`config.mk`:
```
export PLATFORM = sky130hd
export DESIGN_NAME = trpq_handoff
export DESIGN_NICKNAME = d
export VERILOG_FILES = /design/src/hw/rtl/trpq_handoff.sv
export SDC_FILE = /design/constraint.sdc
export NUM_CORES = 1
export LEC_CHECK = 0
export ABC_CLOCK_PERIOD_IN_PS = 4700
export BUFFER_PORTS_ARGS = -buffer_cell sky130_fd_sc_hd__buf_4
export CAP_MARGIN = 30
export CORE_MARGIN = 10
export CORE_UTILIZATION = 55
export CTS_CLUSTER_DIAMETER = 100
export DETAILED_ROUTE_END_ITERATION = 12
export PLACE_DENSITY = 0.72
export SLEW_MARGIN = 20
export SYNTH_ARGS = -nofsm -noshare
export SYNTH_HDL_FRONTEND = slang
export SYNTH_SLANG_ARGS = --single-unit
```
`constraint.sdc`:
```
create_clock -name clk -period 4.7 [get_ports clk]
set_clock_uncertainty 0.05 [all_clocks]
set_input_delay 0.235 -clock clk [delete_from_list [all_inputs] [get_ports clk]]
set_output_delay 0.235 -clock clk [all_outputs]
set_load 0.02 [all_outputs]
```
`src/hw/rtl/trpq_handoff.sv`:
```
// handoff fifo of due messages with a programmable fill limit
module trpq_handoff #(
  parameter int DEPTH = 16,
  parameter int DW    = 32,
  localparam int FW   = (DEPTH > 1) ? $clog2(DEPTH) : 1,
  localparam int CW   = $clog2(DEPTH + 1)
) (
  input  logic          clk,
  input  logic          rst,
  input  logic [4:0]    cap,
  input  logic          push,
  input  logic [DW-1:0] push_data,
  input  logic          pop,
  output logic [DW-1:0] pop_data,
  output logic [CW-1:0] count,
  output logic          full
);

  localparam int MW = (CW > 5) ? CW : 5;

  logic [DW-1:0] store [DEPTH];
  logic [FW-1:0] head;
  logic [FW-1:0] tail;
  logic [CW:0]   tail_sum;
  logic [CW:0]   head_inc;
  logic [MW-1:0] eff_cap;

  // capacity zero acts as one, above depth acts as depth
  always_comb begin
    eff_cap = MW'(cap);
    if (cap == 5'd0) begin
      eff_cap = MW'(1);
    end else if (MW'(cap) > MW'(DEPTH)) begin
      eff_cap = MW'(DEPTH);
    end
  end

  assign full = MW'(count) >= eff_cap;

  // circular write slot and head advance
  always_comb begin
    tail_sum = (CW+1)'(head) + (CW+1)'(count);
    if (tail_sum >= (CW+1)'(DEPTH)) begin
      tail_sum = tail_sum - (CW+1)'(DEPTH);
    end
    tail = FW'(tail_sum);
    head_inc = (CW+1)'(head) + (CW+1)'(1);
    if (head_inc >= (CW+1)'(DEPTH)) begin
      head_inc = '0;
    end
  end

  // storage with registered read
  always_ff @(posedge clk) begin
    if (push) begin
      store[tail] <= push_data;
    end
    if (pop) begin
      pop_data <= store[head];
    end
  end

  // pointers
  always_ff @(posedge clk) begin
    if (rst) begin
      head  <= '0;
      count <= '0;
    end else if (push) begin
      count <= count + CW'(1);
    end else if (pop) begin
      head  <= FW'(head_inc);
      count <= count - CW'(1);
    end
  end

endmodule

```
; ---- After elaboration in Yosys (flattened, before gate mapping)
; Memories as Yosys holds them, arrays and structs flattened. A register that Yosys moved wholly into a read port is not among the register bits.
; Index checks and enable logic that the tools add are counted.
[word_totals]
output_inout_bits = 38
regBits = 9
romBits = 0
wordCells = 24
ramBits = 512
latchBits = 0
mem_count = 1
inputBits = 41
[memory_table]
columns = memory, words, word_bits, rd, rd_clocked_by_memory_dff, wr, line_no
row1 = store, 16, 32, 1, 1, 1, 21  ; logic [DW-1:0] store [DEPTH];
[op_classes]
shift = 0
muxes = 8
n_lt_le_gt_ge = 4
n_addsub = 5
n_reduce_logical = 3
multipliers = 0
n_bitwise = 1
div = 0
n_eq_ne = 0
[op_table]
columns = cell, n
row1 = 5-bit 2-to-1 mux, 4
row2 = 4-bit 2-to-1 mux, 2
row3 = 4-bit by 5-bit adder with 6-bit output, 1
row4 = "6-bit by 5-bit >= comparator with 1-bit output, second input constant", 1
row5 = "4-bit by 1-bit adder with 5-bit output, second input constant", 1
row6 = "5-bit by 1-bit adder with 5-bit output, second input constant", 1
row7 = 5-bit >= comparator, 1
row8 = "5-bit >= comparator, second input constant", 1
row9 = "5-bit > comparator, second input constant", 1
row10 = 5-bit zero test, 1
row11 = "5-bit by 1-bit subtractor with 5-bit output, second input constant", 1
row12 = "4-bit by 1-bit subtractor with 4-bit output, second input constant", 1
row13 = 1-bit 2-to-1 mux, 2
row14 = 2-bit AND reduction, 1
row15 = 2-bit nonzero test, 1
row16 = 1-bit NOT, 1

; ---- Longest topological paths before layout
; Gate-level depths: netlist (run 1).
[logic_depth]
depth_word = 4
ltp_mapped = 8
ltp_nobuf = 8

; ---- Worst setup path before layout (run 1)
; OpenSTA, ideal clock, no wires.
[synth_timing]
kind = register to register
from = register count[0]
to = memory store[12][0] (enable)
arrival_ps = 2966
period_less_slack_ps = 3437
stages_incl_launch_ff = 7
required_ps = 4229
path_slack_ps = 1263
path_cell_list = dfxtp_1 -> ha_1 -> fa_1 -> nand2b_1 -> nor2_1 -> mux2i_1 -> nor2_1
[synth_via]
elab_chain_len = 3
word_cells_on_any_way = 4
classes_between = 2 x add/sub / 1 x order compare / 1 x mux
[synth_rtl]
columns = item, line_no
row1 = from (decl), 15  ; output logic [CW-1:0] count,
row2 = from (signal assigned), 69  ; count <= count + CW'(1);
row3 = from (signal assigned), 72  ; count <= count - CW'(1);
row4 = 4-bit by 5-bit adder with 6-bit output *, 42  ; tail_sum = (CW+1)'(head) + (CW+1)'(count);
row5 = 6-bit by 5-bit >= comparator with 1-bit output or 4-bit by 1-bit subtractor with 4-bit output (tied branches), "43, 44"
row6 = 4-bit 2-to-1 mux *, 43  ; if (tail_sum >= (CW+1)'(DEPTH)) begin
row7 = to (decl), 21
; Every way passes the cells marked *; elsewhere a longest branch is shown, timed or not.

; ---- Final worst setup path (run 1)
[layout_timing]
from = register head[0]
to = memory store[12][25] (enable)
[layout_via]
elab_chain_len = 3
word_cells_on_any_way = 4
classes_between = 2 x add/sub / 1 x order compare / 1 x mux
[layout_rtl]
columns = item, line_no
row1 = from (decl), 22  ; logic [FW-1:0] head;
row2 = from (signal assigned), 71  ; head <= FW'(head_inc);
row3 = 4-bit by 5-bit adder with 6-bit output *, 42
row4 = 6-bit by 5-bit >= comparator with 1-bit output or 4-bit by 1-bit subtractor with 4-bit output (tied branches), "43, 44"
row5 = 4-bit 2-to-1 mux *, 43
; Marks and branches as above.

==> results of run 1 <==
[placed cells by master, fill, tap and decap left out, drive strengths merged, types with 5 or more instances in the layout]
master,instances
edfxtp,544
mux4,128
buf,99
clkbuf,65
a22oi,64
nand2,47
dlygate4sd3,33
nor2,31
clkinv,18
ha,12
a21oi,9
dfxtp,9
nand2b,6
bufinv,6
inv,5
[final cells by class]
type                            count  share of cell area [%]
Timing Repair Buffer              132                   5.142
Tap cell                          511                   2.617
Inverter                            4                 0.06146
Clock buffer                       65                   5.614
Clock inverter                     29                   1.245
Sequential cell                   553                   67.64
Multi-Input combinational cell    331                   17.68
[worst paths after layout]
| kind | to | cells past startpoint |
|---|---|---|
| hold reg to reg | count[4] | 3 |
| setup / recovery | store[12][25] | 7 |
| setup reg to reg | store[12][25] | 7 |
| hold / removal | head[1] | 4 |
[through the flow]
step / std cells / area (um^2) / util, % / hold WS [ns] / total power, mW
2_1_floorplan: 935 / 20960 / - / 0.2839 / 6.277
4_1_cts: 1624 / 24420 / 64.84 / 0.01613 / 10.77
3_3_place_gp: 1488 / 22180 / 58.88 / 0.4598 / 6.624
6_report: 1625 / 24430 / 64.86 / 0.04327 / 10.70
5_1_grt: 1625 / 24430 / 64.86 / 0.05373 / 11.04
3_5_place_dp: 1497 / 22420 / 59.52 / 0.4583 / 6.664
[metal layers]
metal | up-vias | part of all wire, % | routed length (um) | track usage (%)
li1 | 4211 | - | - | -
met3 | 72 | 9.1 | 3989 | 4.551
met2 | 437 | 46 | 20140 | 28.20
met4 | 6 | 2.0 | 859 | 4.811
met5 | - | 0.091 | 40 | 0
met1 | 5276 | 43 | 18810 | 28.16
[sequential cells by signal, summed over array words and instances, names as in the netlist]
name / count
count: 5
pop_data: 32
store: 512
head: 4
[timing repair]
item	CTS	global route
endpoints found under the setup margin	0	0
hold endpoints to repair	520	0
hold buffers	33	0
[logic make-up (layout without fill, tap and decap cells)]
group,Yosys count,after routing,share of synthesized area [%]
DFF,553,553,78.80
muxes,132,132,13.95
and+or+nand+nor,94,94,1.881
AOI/OAI and AO/OA,84,84,2.895
buffers and inverters,51,230,1.277
adders and majority gates,14,14,0.9074
xor gates and xnor gates,7,7,0.2925
[tightest hold or removal path, delay by kind of cell]
| kind | cells | cell delay (ns) |
|---|---|---|
| and+or+nand+nor | 2 | 0.17 |
| AOI/OAI and AO/OA | 1 | 0.05 |
| buffers and inverters | 1 | 0.15 |
[report_power, final]
| group | switching [mW] | internal [mW] |
|---|---|---|
| Sequential | 0.0847 | 5.66 |
| Combinational | 0.496 | 0.334 |
| Clock | 1.73 | 2.40 |
| Total | 2.31 | 8.39 |
==> metrics.txt, run 1 <==
fin nets=approximately 1100; max_cap viols=0; Via-to-Cell Ratio=6.155; Synth Flop Type=edfxtp_1; Die ar.=~0.046 mm^2; total core area=about 0.038 mm^2; Cell Pwr Density=437.9 mW/mm^2; Yosys warnings=0; H-tree depth reported by CTS=2; post-CTS setup buffers=0; worst vdd ir=0.2637 mV; Synth Instances=roughly 940; routed wire length=roughly 44000 um; Area Overhead vs Synth=16.55%; largest cells by area after synthesis=edfxtp_1 (78%), mux4_2 (14%), a22oi_1 (2.3%); first-pass GRT wire length=66800 um; Setup Total Neg Slack=0 ns; routed len/inst=26.98 um; Post-synth top cells=edfxtp_1 (544), mux4_2 (128), a22oi_1 (64); Seq/Total Area, Yosys=between 70% and 80%; Post-synth EDFFs=544; Reg-to-Reg Start=head[0]; Longest Clk Path Bufs=3; most common cell in the netlist=edfxtp_1; die width=roughly 220 um; register area=0.01652 mm^2; area of the multi-input gates=0.004319 mm^2; Req. time, crit path=slightly below 5 ns; distinct cell type count after synthesis=31; hold path startpoint=push; crit path buf inv count=1; largest net degree at the start of global routing=about 110; DR DRC count=0; FFs w/ async S/R, synth=0%; CTS resizes=0; I/O pins=a little under 80; CTS Root Cell=clkbuf_16; PnR worst setup slack=1.226 ns; share of cells above drive strength 1=between 20% and 30%; clk slew on worst S/H paths=roughly 0.07 ns; setup violators final=0; total CTS buffers=51; # rows=71; CP arrival=roughly 3.7 ns; outcome=finished, final reports clean; vias in the first global route=just over 10000; Starting Density=55.64%; Synth area leader=edfxtp_1; CP Launch Type=flip-flop; worst-margin pin slew=0.9691 ns; # fillers=2476; CTS sink count=553; Fin. Hold Viols=0; syn avg cell area=22.42 um^2; first element of the critical path=head[0]; reg2reg setup slack=1.23 ns; DIE HEIGHT=215.2 um; max incr delay on CP=0.72 ns; flops & latches, synth=553; critical path start-end classification=flip-flop to flip-flop; CTS tree=built; Worst Hold Class=input pin to flip-flop; half-perimeter wire length after placement=approximately 26000 um; Worst Setup End Kind=flip-flop; All-Layer GR Usage=19.04%; Synthesized Nets=around 1000; achievable frequency=287.9 MHz; period utilization=73.92%; antenna fix cells=0; Yosys top cell area share=77.94%; drt initial violations=989; crit-path cells=ha_1 -> fa_1 -> nand2b_1 -> nor2_1 -> mux2i_1 -> nor2_4 -> buf_4; final period demand of the worst path=3.474 ns; CP max FO=24; Post-Syn Area=between 0.02 and 0.025 mm^2; drt first pass iters=7; CP max-delay cell=nor2_4; grt ovf=0; initial antenna violation count=3; gpl congestion=0.7938; Final ANT Viol Nets=0; pre-CTS setup slack=1.189 ns; Pleak=7.830 nW; I/O Buffers=78; RSZ-0062 raised after global routing=no; crit-path leading delay family=simple AND/OR/NAND/NOR gates; DR vias=10002; Max Slew Vio Count=0; worst rel slew slack=35.25%; clock latency on the worst-skew pair=0.56 ns
Note: power is estimated with default switching activity, not from simulation.
==> inputs of run 2 (changes only) <==
--- a/config.mk
+++ b/config.mk
@@ -5,14 +5,14 @@
 export SDC_FILE = /design/constraint.sdc
 export NUM_CORES = 1
 export LEC_CHECK = 0
-export ABC_CLOCK_PERIOD_IN_PS = 4700
+export ABC_CLOCK_PERIOD_IN_PS = 3100
 export BUFFER_PORTS_ARGS = -buffer_cell sky130_fd_sc_hd__buf_4
 export CAP_MARGIN = 30
 export CORE_MARGIN = 10
 export CORE_UTILIZATION = 55
 export CTS_CLUSTER_DIAMETER = 100
 export DETAILED_ROUTE_END_ITERATION = 12
-export PLACE_DENSITY = 0.72
+export PLACE_DENSITY = 0.75
 export SLEW_MARGIN = 20
 export SYNTH_ARGS = -nofsm -noshare
 export SYNTH_HDL_FRONTEND = slang
==> constraint.sdc (replaced) <==
create_clock -name clk -period 3.1 [get_ports clk]
set_clock_uncertainty 0.05 [all_clocks]
set_input_delay 0.155 -clock clk [delete_from_list [all_inputs] [get_ports clk]]
set_output_delay 0.155 -clock clk [all_outputs]
set_load 0.02 [all_outputs]
==> run 2 against run 1 <==
Hold slack improved by 0.049 ns. Fmax grew 24%. Global-route usage is 1.5 points higher. Via count up 1.4%. Total power up 48%. Sequential share of layout area barely moved. First-iteration DRC count rose by 29%. Non-clock buffer count increased by 22. Register-to-register slack got worse by 0.93 ns. Combinational power grew 59%. Critical path type unchanged. Highest routed layer is now met4.
==> metrics.txt, run 2 (synthesis results as in run 1) <==
CP max-delay cell=mux2i_1; Pleak=7.877 nW (+0.60%); max_cap viols=0 (unchanged); drt first pass iters=6 (-1); first-pass GRT wire length=70530 um (+5.6%); placed cell area=0.02255 mm^2 (+0.57%); max incr delay on CP=0.70 ns (-0.02 ns); critical path start-end classification=flip-flop to flip-flop; CP Launch Type=flip-flop; worst-margin pin slew=0.8797 ns (-0.08946 ns); Max Slew Vio Count=0 (unchanged); routed wire length=47150 um (+7.5%); CTS Root Cell=clkbuf_16; Cell Pwr Density=649.8 mW/mm^2 (+48%); hold depth=1 (-3); fin util=64.90% (about the same); largest net degree at the start of global routing=94 (-17%); CP max FO=10 (-58%); Post-CTS Hold Buffers=35 (+6.1%); Worst Hold Class=input pin to flip-flop; DR vias=10146 (+1.4%); vias in the first global route=10636 (+3.4%); fin nets=1150 (+2.0%); post-route cell area=0.02444 mm^2 (about the same); R2R Path End=store[0][30]; antenna fix cells=0 (unchanged); RSZ-0062 raised after global routing=no; Worst Reg2Reg Path Length in Cells=7 (unchanged); hold path startpoint=pop; H-tree depth reported by CTS=2 (unchanged); setup violators final=0 (unchanged); worst vdd ir=0.5081 mV (+93%); Die ar.=0.04632 mm^2 (unchanged); # rows=71 (unchanged); achievable frequency=357.0 MHz (+24%); clock latency on the worst-skew pair=0.59 ns (+0.03 ns); Reg-to-Reg Start=count[0]; All-Layer GR Usage=20.55% (+1.5 points); Fin. Hold Viols=0 (unchanged); Top Registers=store (512), pop_data (32), count (5); Final ANT Viol Nets=0 (unchanged); share of cells above drive strength 1=29.66% (+0.57 points); DR DRC count=0 (unchanged); crit-path cells=ha_1 -> fa_1 -> nand2b_1 -> nor2_1 -> mux2i_1 -> nor2_4 -> buf_4; half-perimeter wire length after placement=26940 um (+2.6%); CTS tree=built; Worst Setup End Kind=flip-flop; period utilization=90.36% (+16 points); gpl congestion=0.8192 (+3.2%); Biggest register=store; total core area=0.03767 mm^2 (unchanged); initial antenna violation count=0 (-3); Req. time, crit path=3.38 ns (-1.53 ns); final period demand of the worst path=2.801 ns (-0.6730 ns); post-CTS setup buffers=0 (unchanged); CP arrival=3.08 ns (-0.61 ns); routed len/inst=28.68 um (+6.3%); CTS resizes=0 (unchanged); Starting Density=55.64% (unchanged); I/O Buffers=78 (unchanged); drt initial violations=1276 (+29%); clk slew on worst S/H paths=0.06 ns (about the same); # fillers=2502 (+1.1%); DIE HEIGHT=215.2 um (unchanged); most frequent cells in the layout=edfxtp_1 (544), mux4_2 (128), buf_4 (105); max reg flops=512 (unchanged); outcome=finished, final reports clean; grt ovf=0 (unchanged); die width=215.2 um (unchanged); reg2reg setup slack=0.30 ns (-0.93 ns); I/O pins=79 (unchanged); CTS sink count=553 (unchanged); Longest Clk Path Bufs=3 (unchanged); Via-to-Cell Ratio=6.172 (+0.27%); most common cell after layout, fill and taps aside=edfxtp_1; Hold EP=pop_data[31]; total CTS buffers=51 (unchanged); Area Overhead vs Synth=16.63% (about the same); worst rel slew slack=39.68% (+4.4 points)
-- run 2: critical path, delay by kind of cell, from the launching register on --
kind,cells,cell delay (ns)
DFF,1,0.36
buffers and inverters,1,0.26
and+or+nand+nor,3,0.42
muxes,1,0.70
adders and majority gates,2,0.77
-- run 2: through the flow --
stage	setup WS (ns)	hold WS, ns	power (mW)	setup TNS, ns	cells
6_report	0.2990	0.09189	15.88	0	1644
5_1_grt	0.1236	0.09395	16.37	0	1644
2_1_floorplan	-0.3369	0.2039	9.517	-167.36	935
4_1_cts	0.2148	0.07366	15.99	0	1643
3_3_place_gp	0.3050	0.3790	10.09	0	1516
3_5_place_dp	0.2622	0.3721	10.14	0	1517
-- run 2: cell type report --
cell class / count / area [um^2] / share of cell area (%)
clock buffers: 62 / 1318 / 5.390
inverters: 4 / 15.01 / 0.06143
clock inverters: 29 / 222.7 / 0.9111
flip-flops and latches: 553 / 16520 / 67.60
repair buffers: 154 / 1406 / 5.753
multi-input cells: 331 / 4319 / 17.67
well taps: 511 / 639.4 / 2.616
-- run 2: metal layers --
metal	up-vias	wire [um]	global-route usage, %
li1	4248	-	-
met1	5314	18180	27.15
met2	497	23930	34.10
met3	87	3675	3.483
met4	0	1370	7.252
met5	-	0	0
-- run 2: how the worst max path moves through the flow --
stage | from | end | slack (ns) | cells after the start
final | count[0] | store[0][30] | 0.30 | 7
after global routing | count[0] | store[0][4] | 0.12 | 7
after CTS | count[1] | store[6][20] | 0.21 | 7
after detailed placement | count[1] | store[6][16] | 0.26 | 7
after global placement | count[1] | store[6][15] | 0.30 | 7
after floorplan | count[0] | store[12][0] | -0.34 | 6
-- run 2: power by group --
part	total, mW	leakage, nW	internal, mW	switching (mW)
registers	8.69	5.01	8.58	0.106
logic	1.32	2.10	0.527	0.791
clock network	5.88	0.762	3.27	2.61
total	15.9	7.88	12.4	3.51
==> inputs of run 3 (changes only) <==
--- a/config.mk
+++ b/config.mk
@@ -5,6 +5,7 @@
 export SDC_FILE = /design/constraint.sdc
 export NUM_CORES = 1
 export LEC_CHECK = 0
+export ABC_AREA = 1
 export ABC_CLOCK_PERIOD_IN_PS = 3100
 export BUFFER_PORTS_ARGS = -buffer_cell sky130_fd_sc_hd__buf_4
 export CAP_MARGIN = 30
==> run 3 against run 2 <==
Register-to-register slack improved by 0.16 ns. Highest routed layer unchanged. Critical endpoint is now store[3][6]. Clock-buffer cell count increased by 5. Largest cell class unchanged. Die area increased by 13%. Largest power group unchanged.
==> metrics.txt, run 3 <==
area of the multi-input gates=0.005241 mm^2 (+21%); routed len/inst=17.80 um (-38%); hold_ws=0.3598 ns (+0.2679 ns); DR DRC count=0 (unchanged); Longest Clk Path Bufs=3 (unchanged); Pleak=12.10 nW (+54%); share of power burned in combinational logic=9.4% (+1.1 points); clk slew on worst S/H paths=0.06 ns (about the same); Yosys top cell area share=67.86% (-10 points); Fin. Hold Viols=0 (unchanged); sequential share of power=51.9% (-2.8 points); Top Registers=store (512), pop_data (32), count (5); switching share of power=23.52% (+1.4 points); H-tree depth reported by CTS=2 (unchanged); total core area=0.04317 mm^2 (+15%); CTS Root Cell=clkbuf_16; Starting Density=55.76% (+0.12 points); routed wire length=55070 um (+17%); DIE HEIGHT=229.2 um (+6.5%); Synth Flop Type=edfxtp_1; NetSw=3.928 mW (+12%); antenna fix cells=0 (unchanged); post-CTS setup buffers=0 (unchanged); first-pass GRT wire length=87240 um (+24%); crit-path cells=ha_1 -> fa_1 -> xnor2_1 -> nand3_1 -> nor2_4 -> buf_4; worst rel slew slack=36.06% (-3.6 points); Seq/Total Area, Yosys=68.61% (-10 points); grt ovf=0 (unchanged); drt initial violations=1586 (+24%); achievable frequency=378.1 MHz (+5.9%); Post-synth EDFFs=544 (unchanged); Req. time, crit path=3.31 ns (-0.07 ns); max reg flops=512 (unchanged); Post-synth top cells=nand2_1 (795), edfxtp_1 (544), inv_1 (494); Synth area leader=edfxtp_1; critical path start-end classification=flip-flop to flip-flop; share of cells above drive strength 1=8.768% (-21 points); Tot Pwr=16.70 mW (+5.1%); clock latency on the worst-skew pair=0.60 ns (about the same); CTS sink count=553 (unchanged); most common cell in the netlist=nand2_1; die width=229.2 um (+6.5%); Worst Setup End Kind=flip-flop; vias in the first global route=16231 (+53%); RSZ-0062 raised after global routing=no; outcome=finished, final reports clean; Via-to-Cell Ratio=5.202 (-16%); period utilization=85.31% (-5.0 points); most frequent cells in the layout=nand2_1 (795), edfxtp_1 (544), inv_1 (493); max_cap viols=0 (unchanged); fin nets=2520 (+120%); CP max FO=21 (+11); CP arrival=2.86 ns (-0.22 ns); I/O pins=79 (unchanged); DR vias=16096 (+59%); total CTS buffers=55 (+7.8%); largest cells by area after synthesis=edfxtp_1 (68%), nand2_1 (12%), inv_1 (7.7%); largest net degree at the start of global routing=173 (+84%); Int Pwr=12.77 mW (+3.2%); Synth Instances=2351 (+150%); syn avg cell area=10.24 um^2 (-54%); distinct cell type count after synthesis=24 (-23%); gpl congestion=0.8528 (+4.1%); Clock power frac=38.7% (+1.7 points); CTS tree=built; drt first pass iters=6 (unchanged); FFs w/ async S/R, synth=0% (unchanged); Final ANT Viol Nets=0 (unchanged); initial antenna violation count=0 (unchanged); CTS resizes=0 (unchanged); register area=0.01652 mm^2 (about the same); max incr delay on CP=0.38 ns (-0.32 ns); Area Overhead vs Synth=14.35%; # rows=76 (+7.0%); Post-Syn Area=0.02407 mm^2 (+15%); half-perimeter wire length after placement=30660 um (+14%); worst-margin pin slew=0.9590 ns (+0.07935 ns); Cell Pwr Density=606.6 mW/mm^2 (-6.7%); Post-CTS Hold Buffers=35 (unchanged); I/O Buffers=78 (unchanged); Worst Hold Class=input pin to flip-flop; Die ar.=0.05254 mm^2 (+13%); CP Launch Type=flip-flop; All-Layer GR Usage=20.81% (+0.27 points); final period demand of the worst path=2.644 ns (-0.1565 ns); worst vdd ir=0.5855 mV (+15%); # fillers=3227 (+29%); Biggest register=store; CP max-delay cell=dfxtp_1; setup violators final=0 (unchanged); flops & latches, synth=553 (unchanged); Max Slew Vio Count=0 (unchanged); Yosys warnings=0 (unchanged); most common cell after layout, fill and taps aside=nand2_1; Synthesized Nets=2406 (+140%)
[run 3: power by group through the flow]
| stage | clock network, mW | logic (mW) | registers [mW] |
|---|---|---|---|
| detailed placement | 0 | 1.53 | 8.82 |
| global route | 6.82 | 1.74 | 8.69 |
| floorplan | 0 | 0.840 | 8.88 |
| finish | 6.46 | 1.57 | 8.67 |
| global placement | 0 | 1.48 | 8.81 |
| CTS | 6.52 | 1.58 | 8.67 |
[run 3: critical path, delay by kind of cell, from the launching register on]
kind / cells / cell delay (ns)
buffers and inverters: 1 / 0.36
adder cells (fa/ha/maj): 2 / 0.64
AND/OR/NAND/NOR: 2 / 0.57
XOR/XNOR: 1 / 0.30
flip-flops: 1 / 0.38
[run 3: layout make-up]
class	count	area share, %
timing repair buffer	158	5.127
inverter	499	6.841
clock buffer	67	5.241
tap	585	2.659
sequential	553	60.03
clock inverter	34	1.064
multi-input combinational	1198	19.04
[run 3: cells by family (layout without fill, tap and decap cells)]
| logic type | after synthesis | in the layout | share of synthesized area [%] |
|---|---|---|---|
| fa+ha+maj | 14 | 14 | 0.7900 |
| xor+xnor | 5 | 5 | 0.1819 |
| flops | 553 | 553 | 68.61 |
| simple gates | 1162 | 1162 | 19.92 |
| buf+inv | 600 | 758 | 10.14 |
| compound gates | 17 | 17 | 0.3639 |
[run 3: routing by layer]
layer | global-route usage [%] | wire (um) | vias up
met3 | 3.041 | 3783 | 109
met4 | 8.318 | 1530 | 0
met2 | 35.40 | 27300 | 626
li1 | - | - | 7678
met5 | 0 | 0 | -
met1 | 26.44 | 22460 | 7683
[run 3: worst paths after layout]
check	depth (start not counted)	slack [ns]	endpoint	from
min	2	0.36	store[1][29]	push_data[29]
min reg2reg	2	0.52	count[4]	count[4]
max reg2reg	6	0.46	store[3][6]	count[0]
max	6	0.46	store[3][6]	count[0]
[run 3: through the flow]
stage / util [%] / setup TNS, ns / worst slack, ns / instances / area, um^2
finish: 63.76 / 0 / 0.4555 / 3094 / 27530
global route: 63.76 / 0 / 0.3550 / 3094 / 27530
CTS: 63.76 / 0 / 0.4633 / 3094 / 27530
detailed placement: 58.93 / 0 / 0.4636 / 2958 / 25440
global placement: 58.93 / 0 / 0.4944 / 2958 / 25440
floorplan: - / -77.88 / -0.1924 / 2351 / 24080
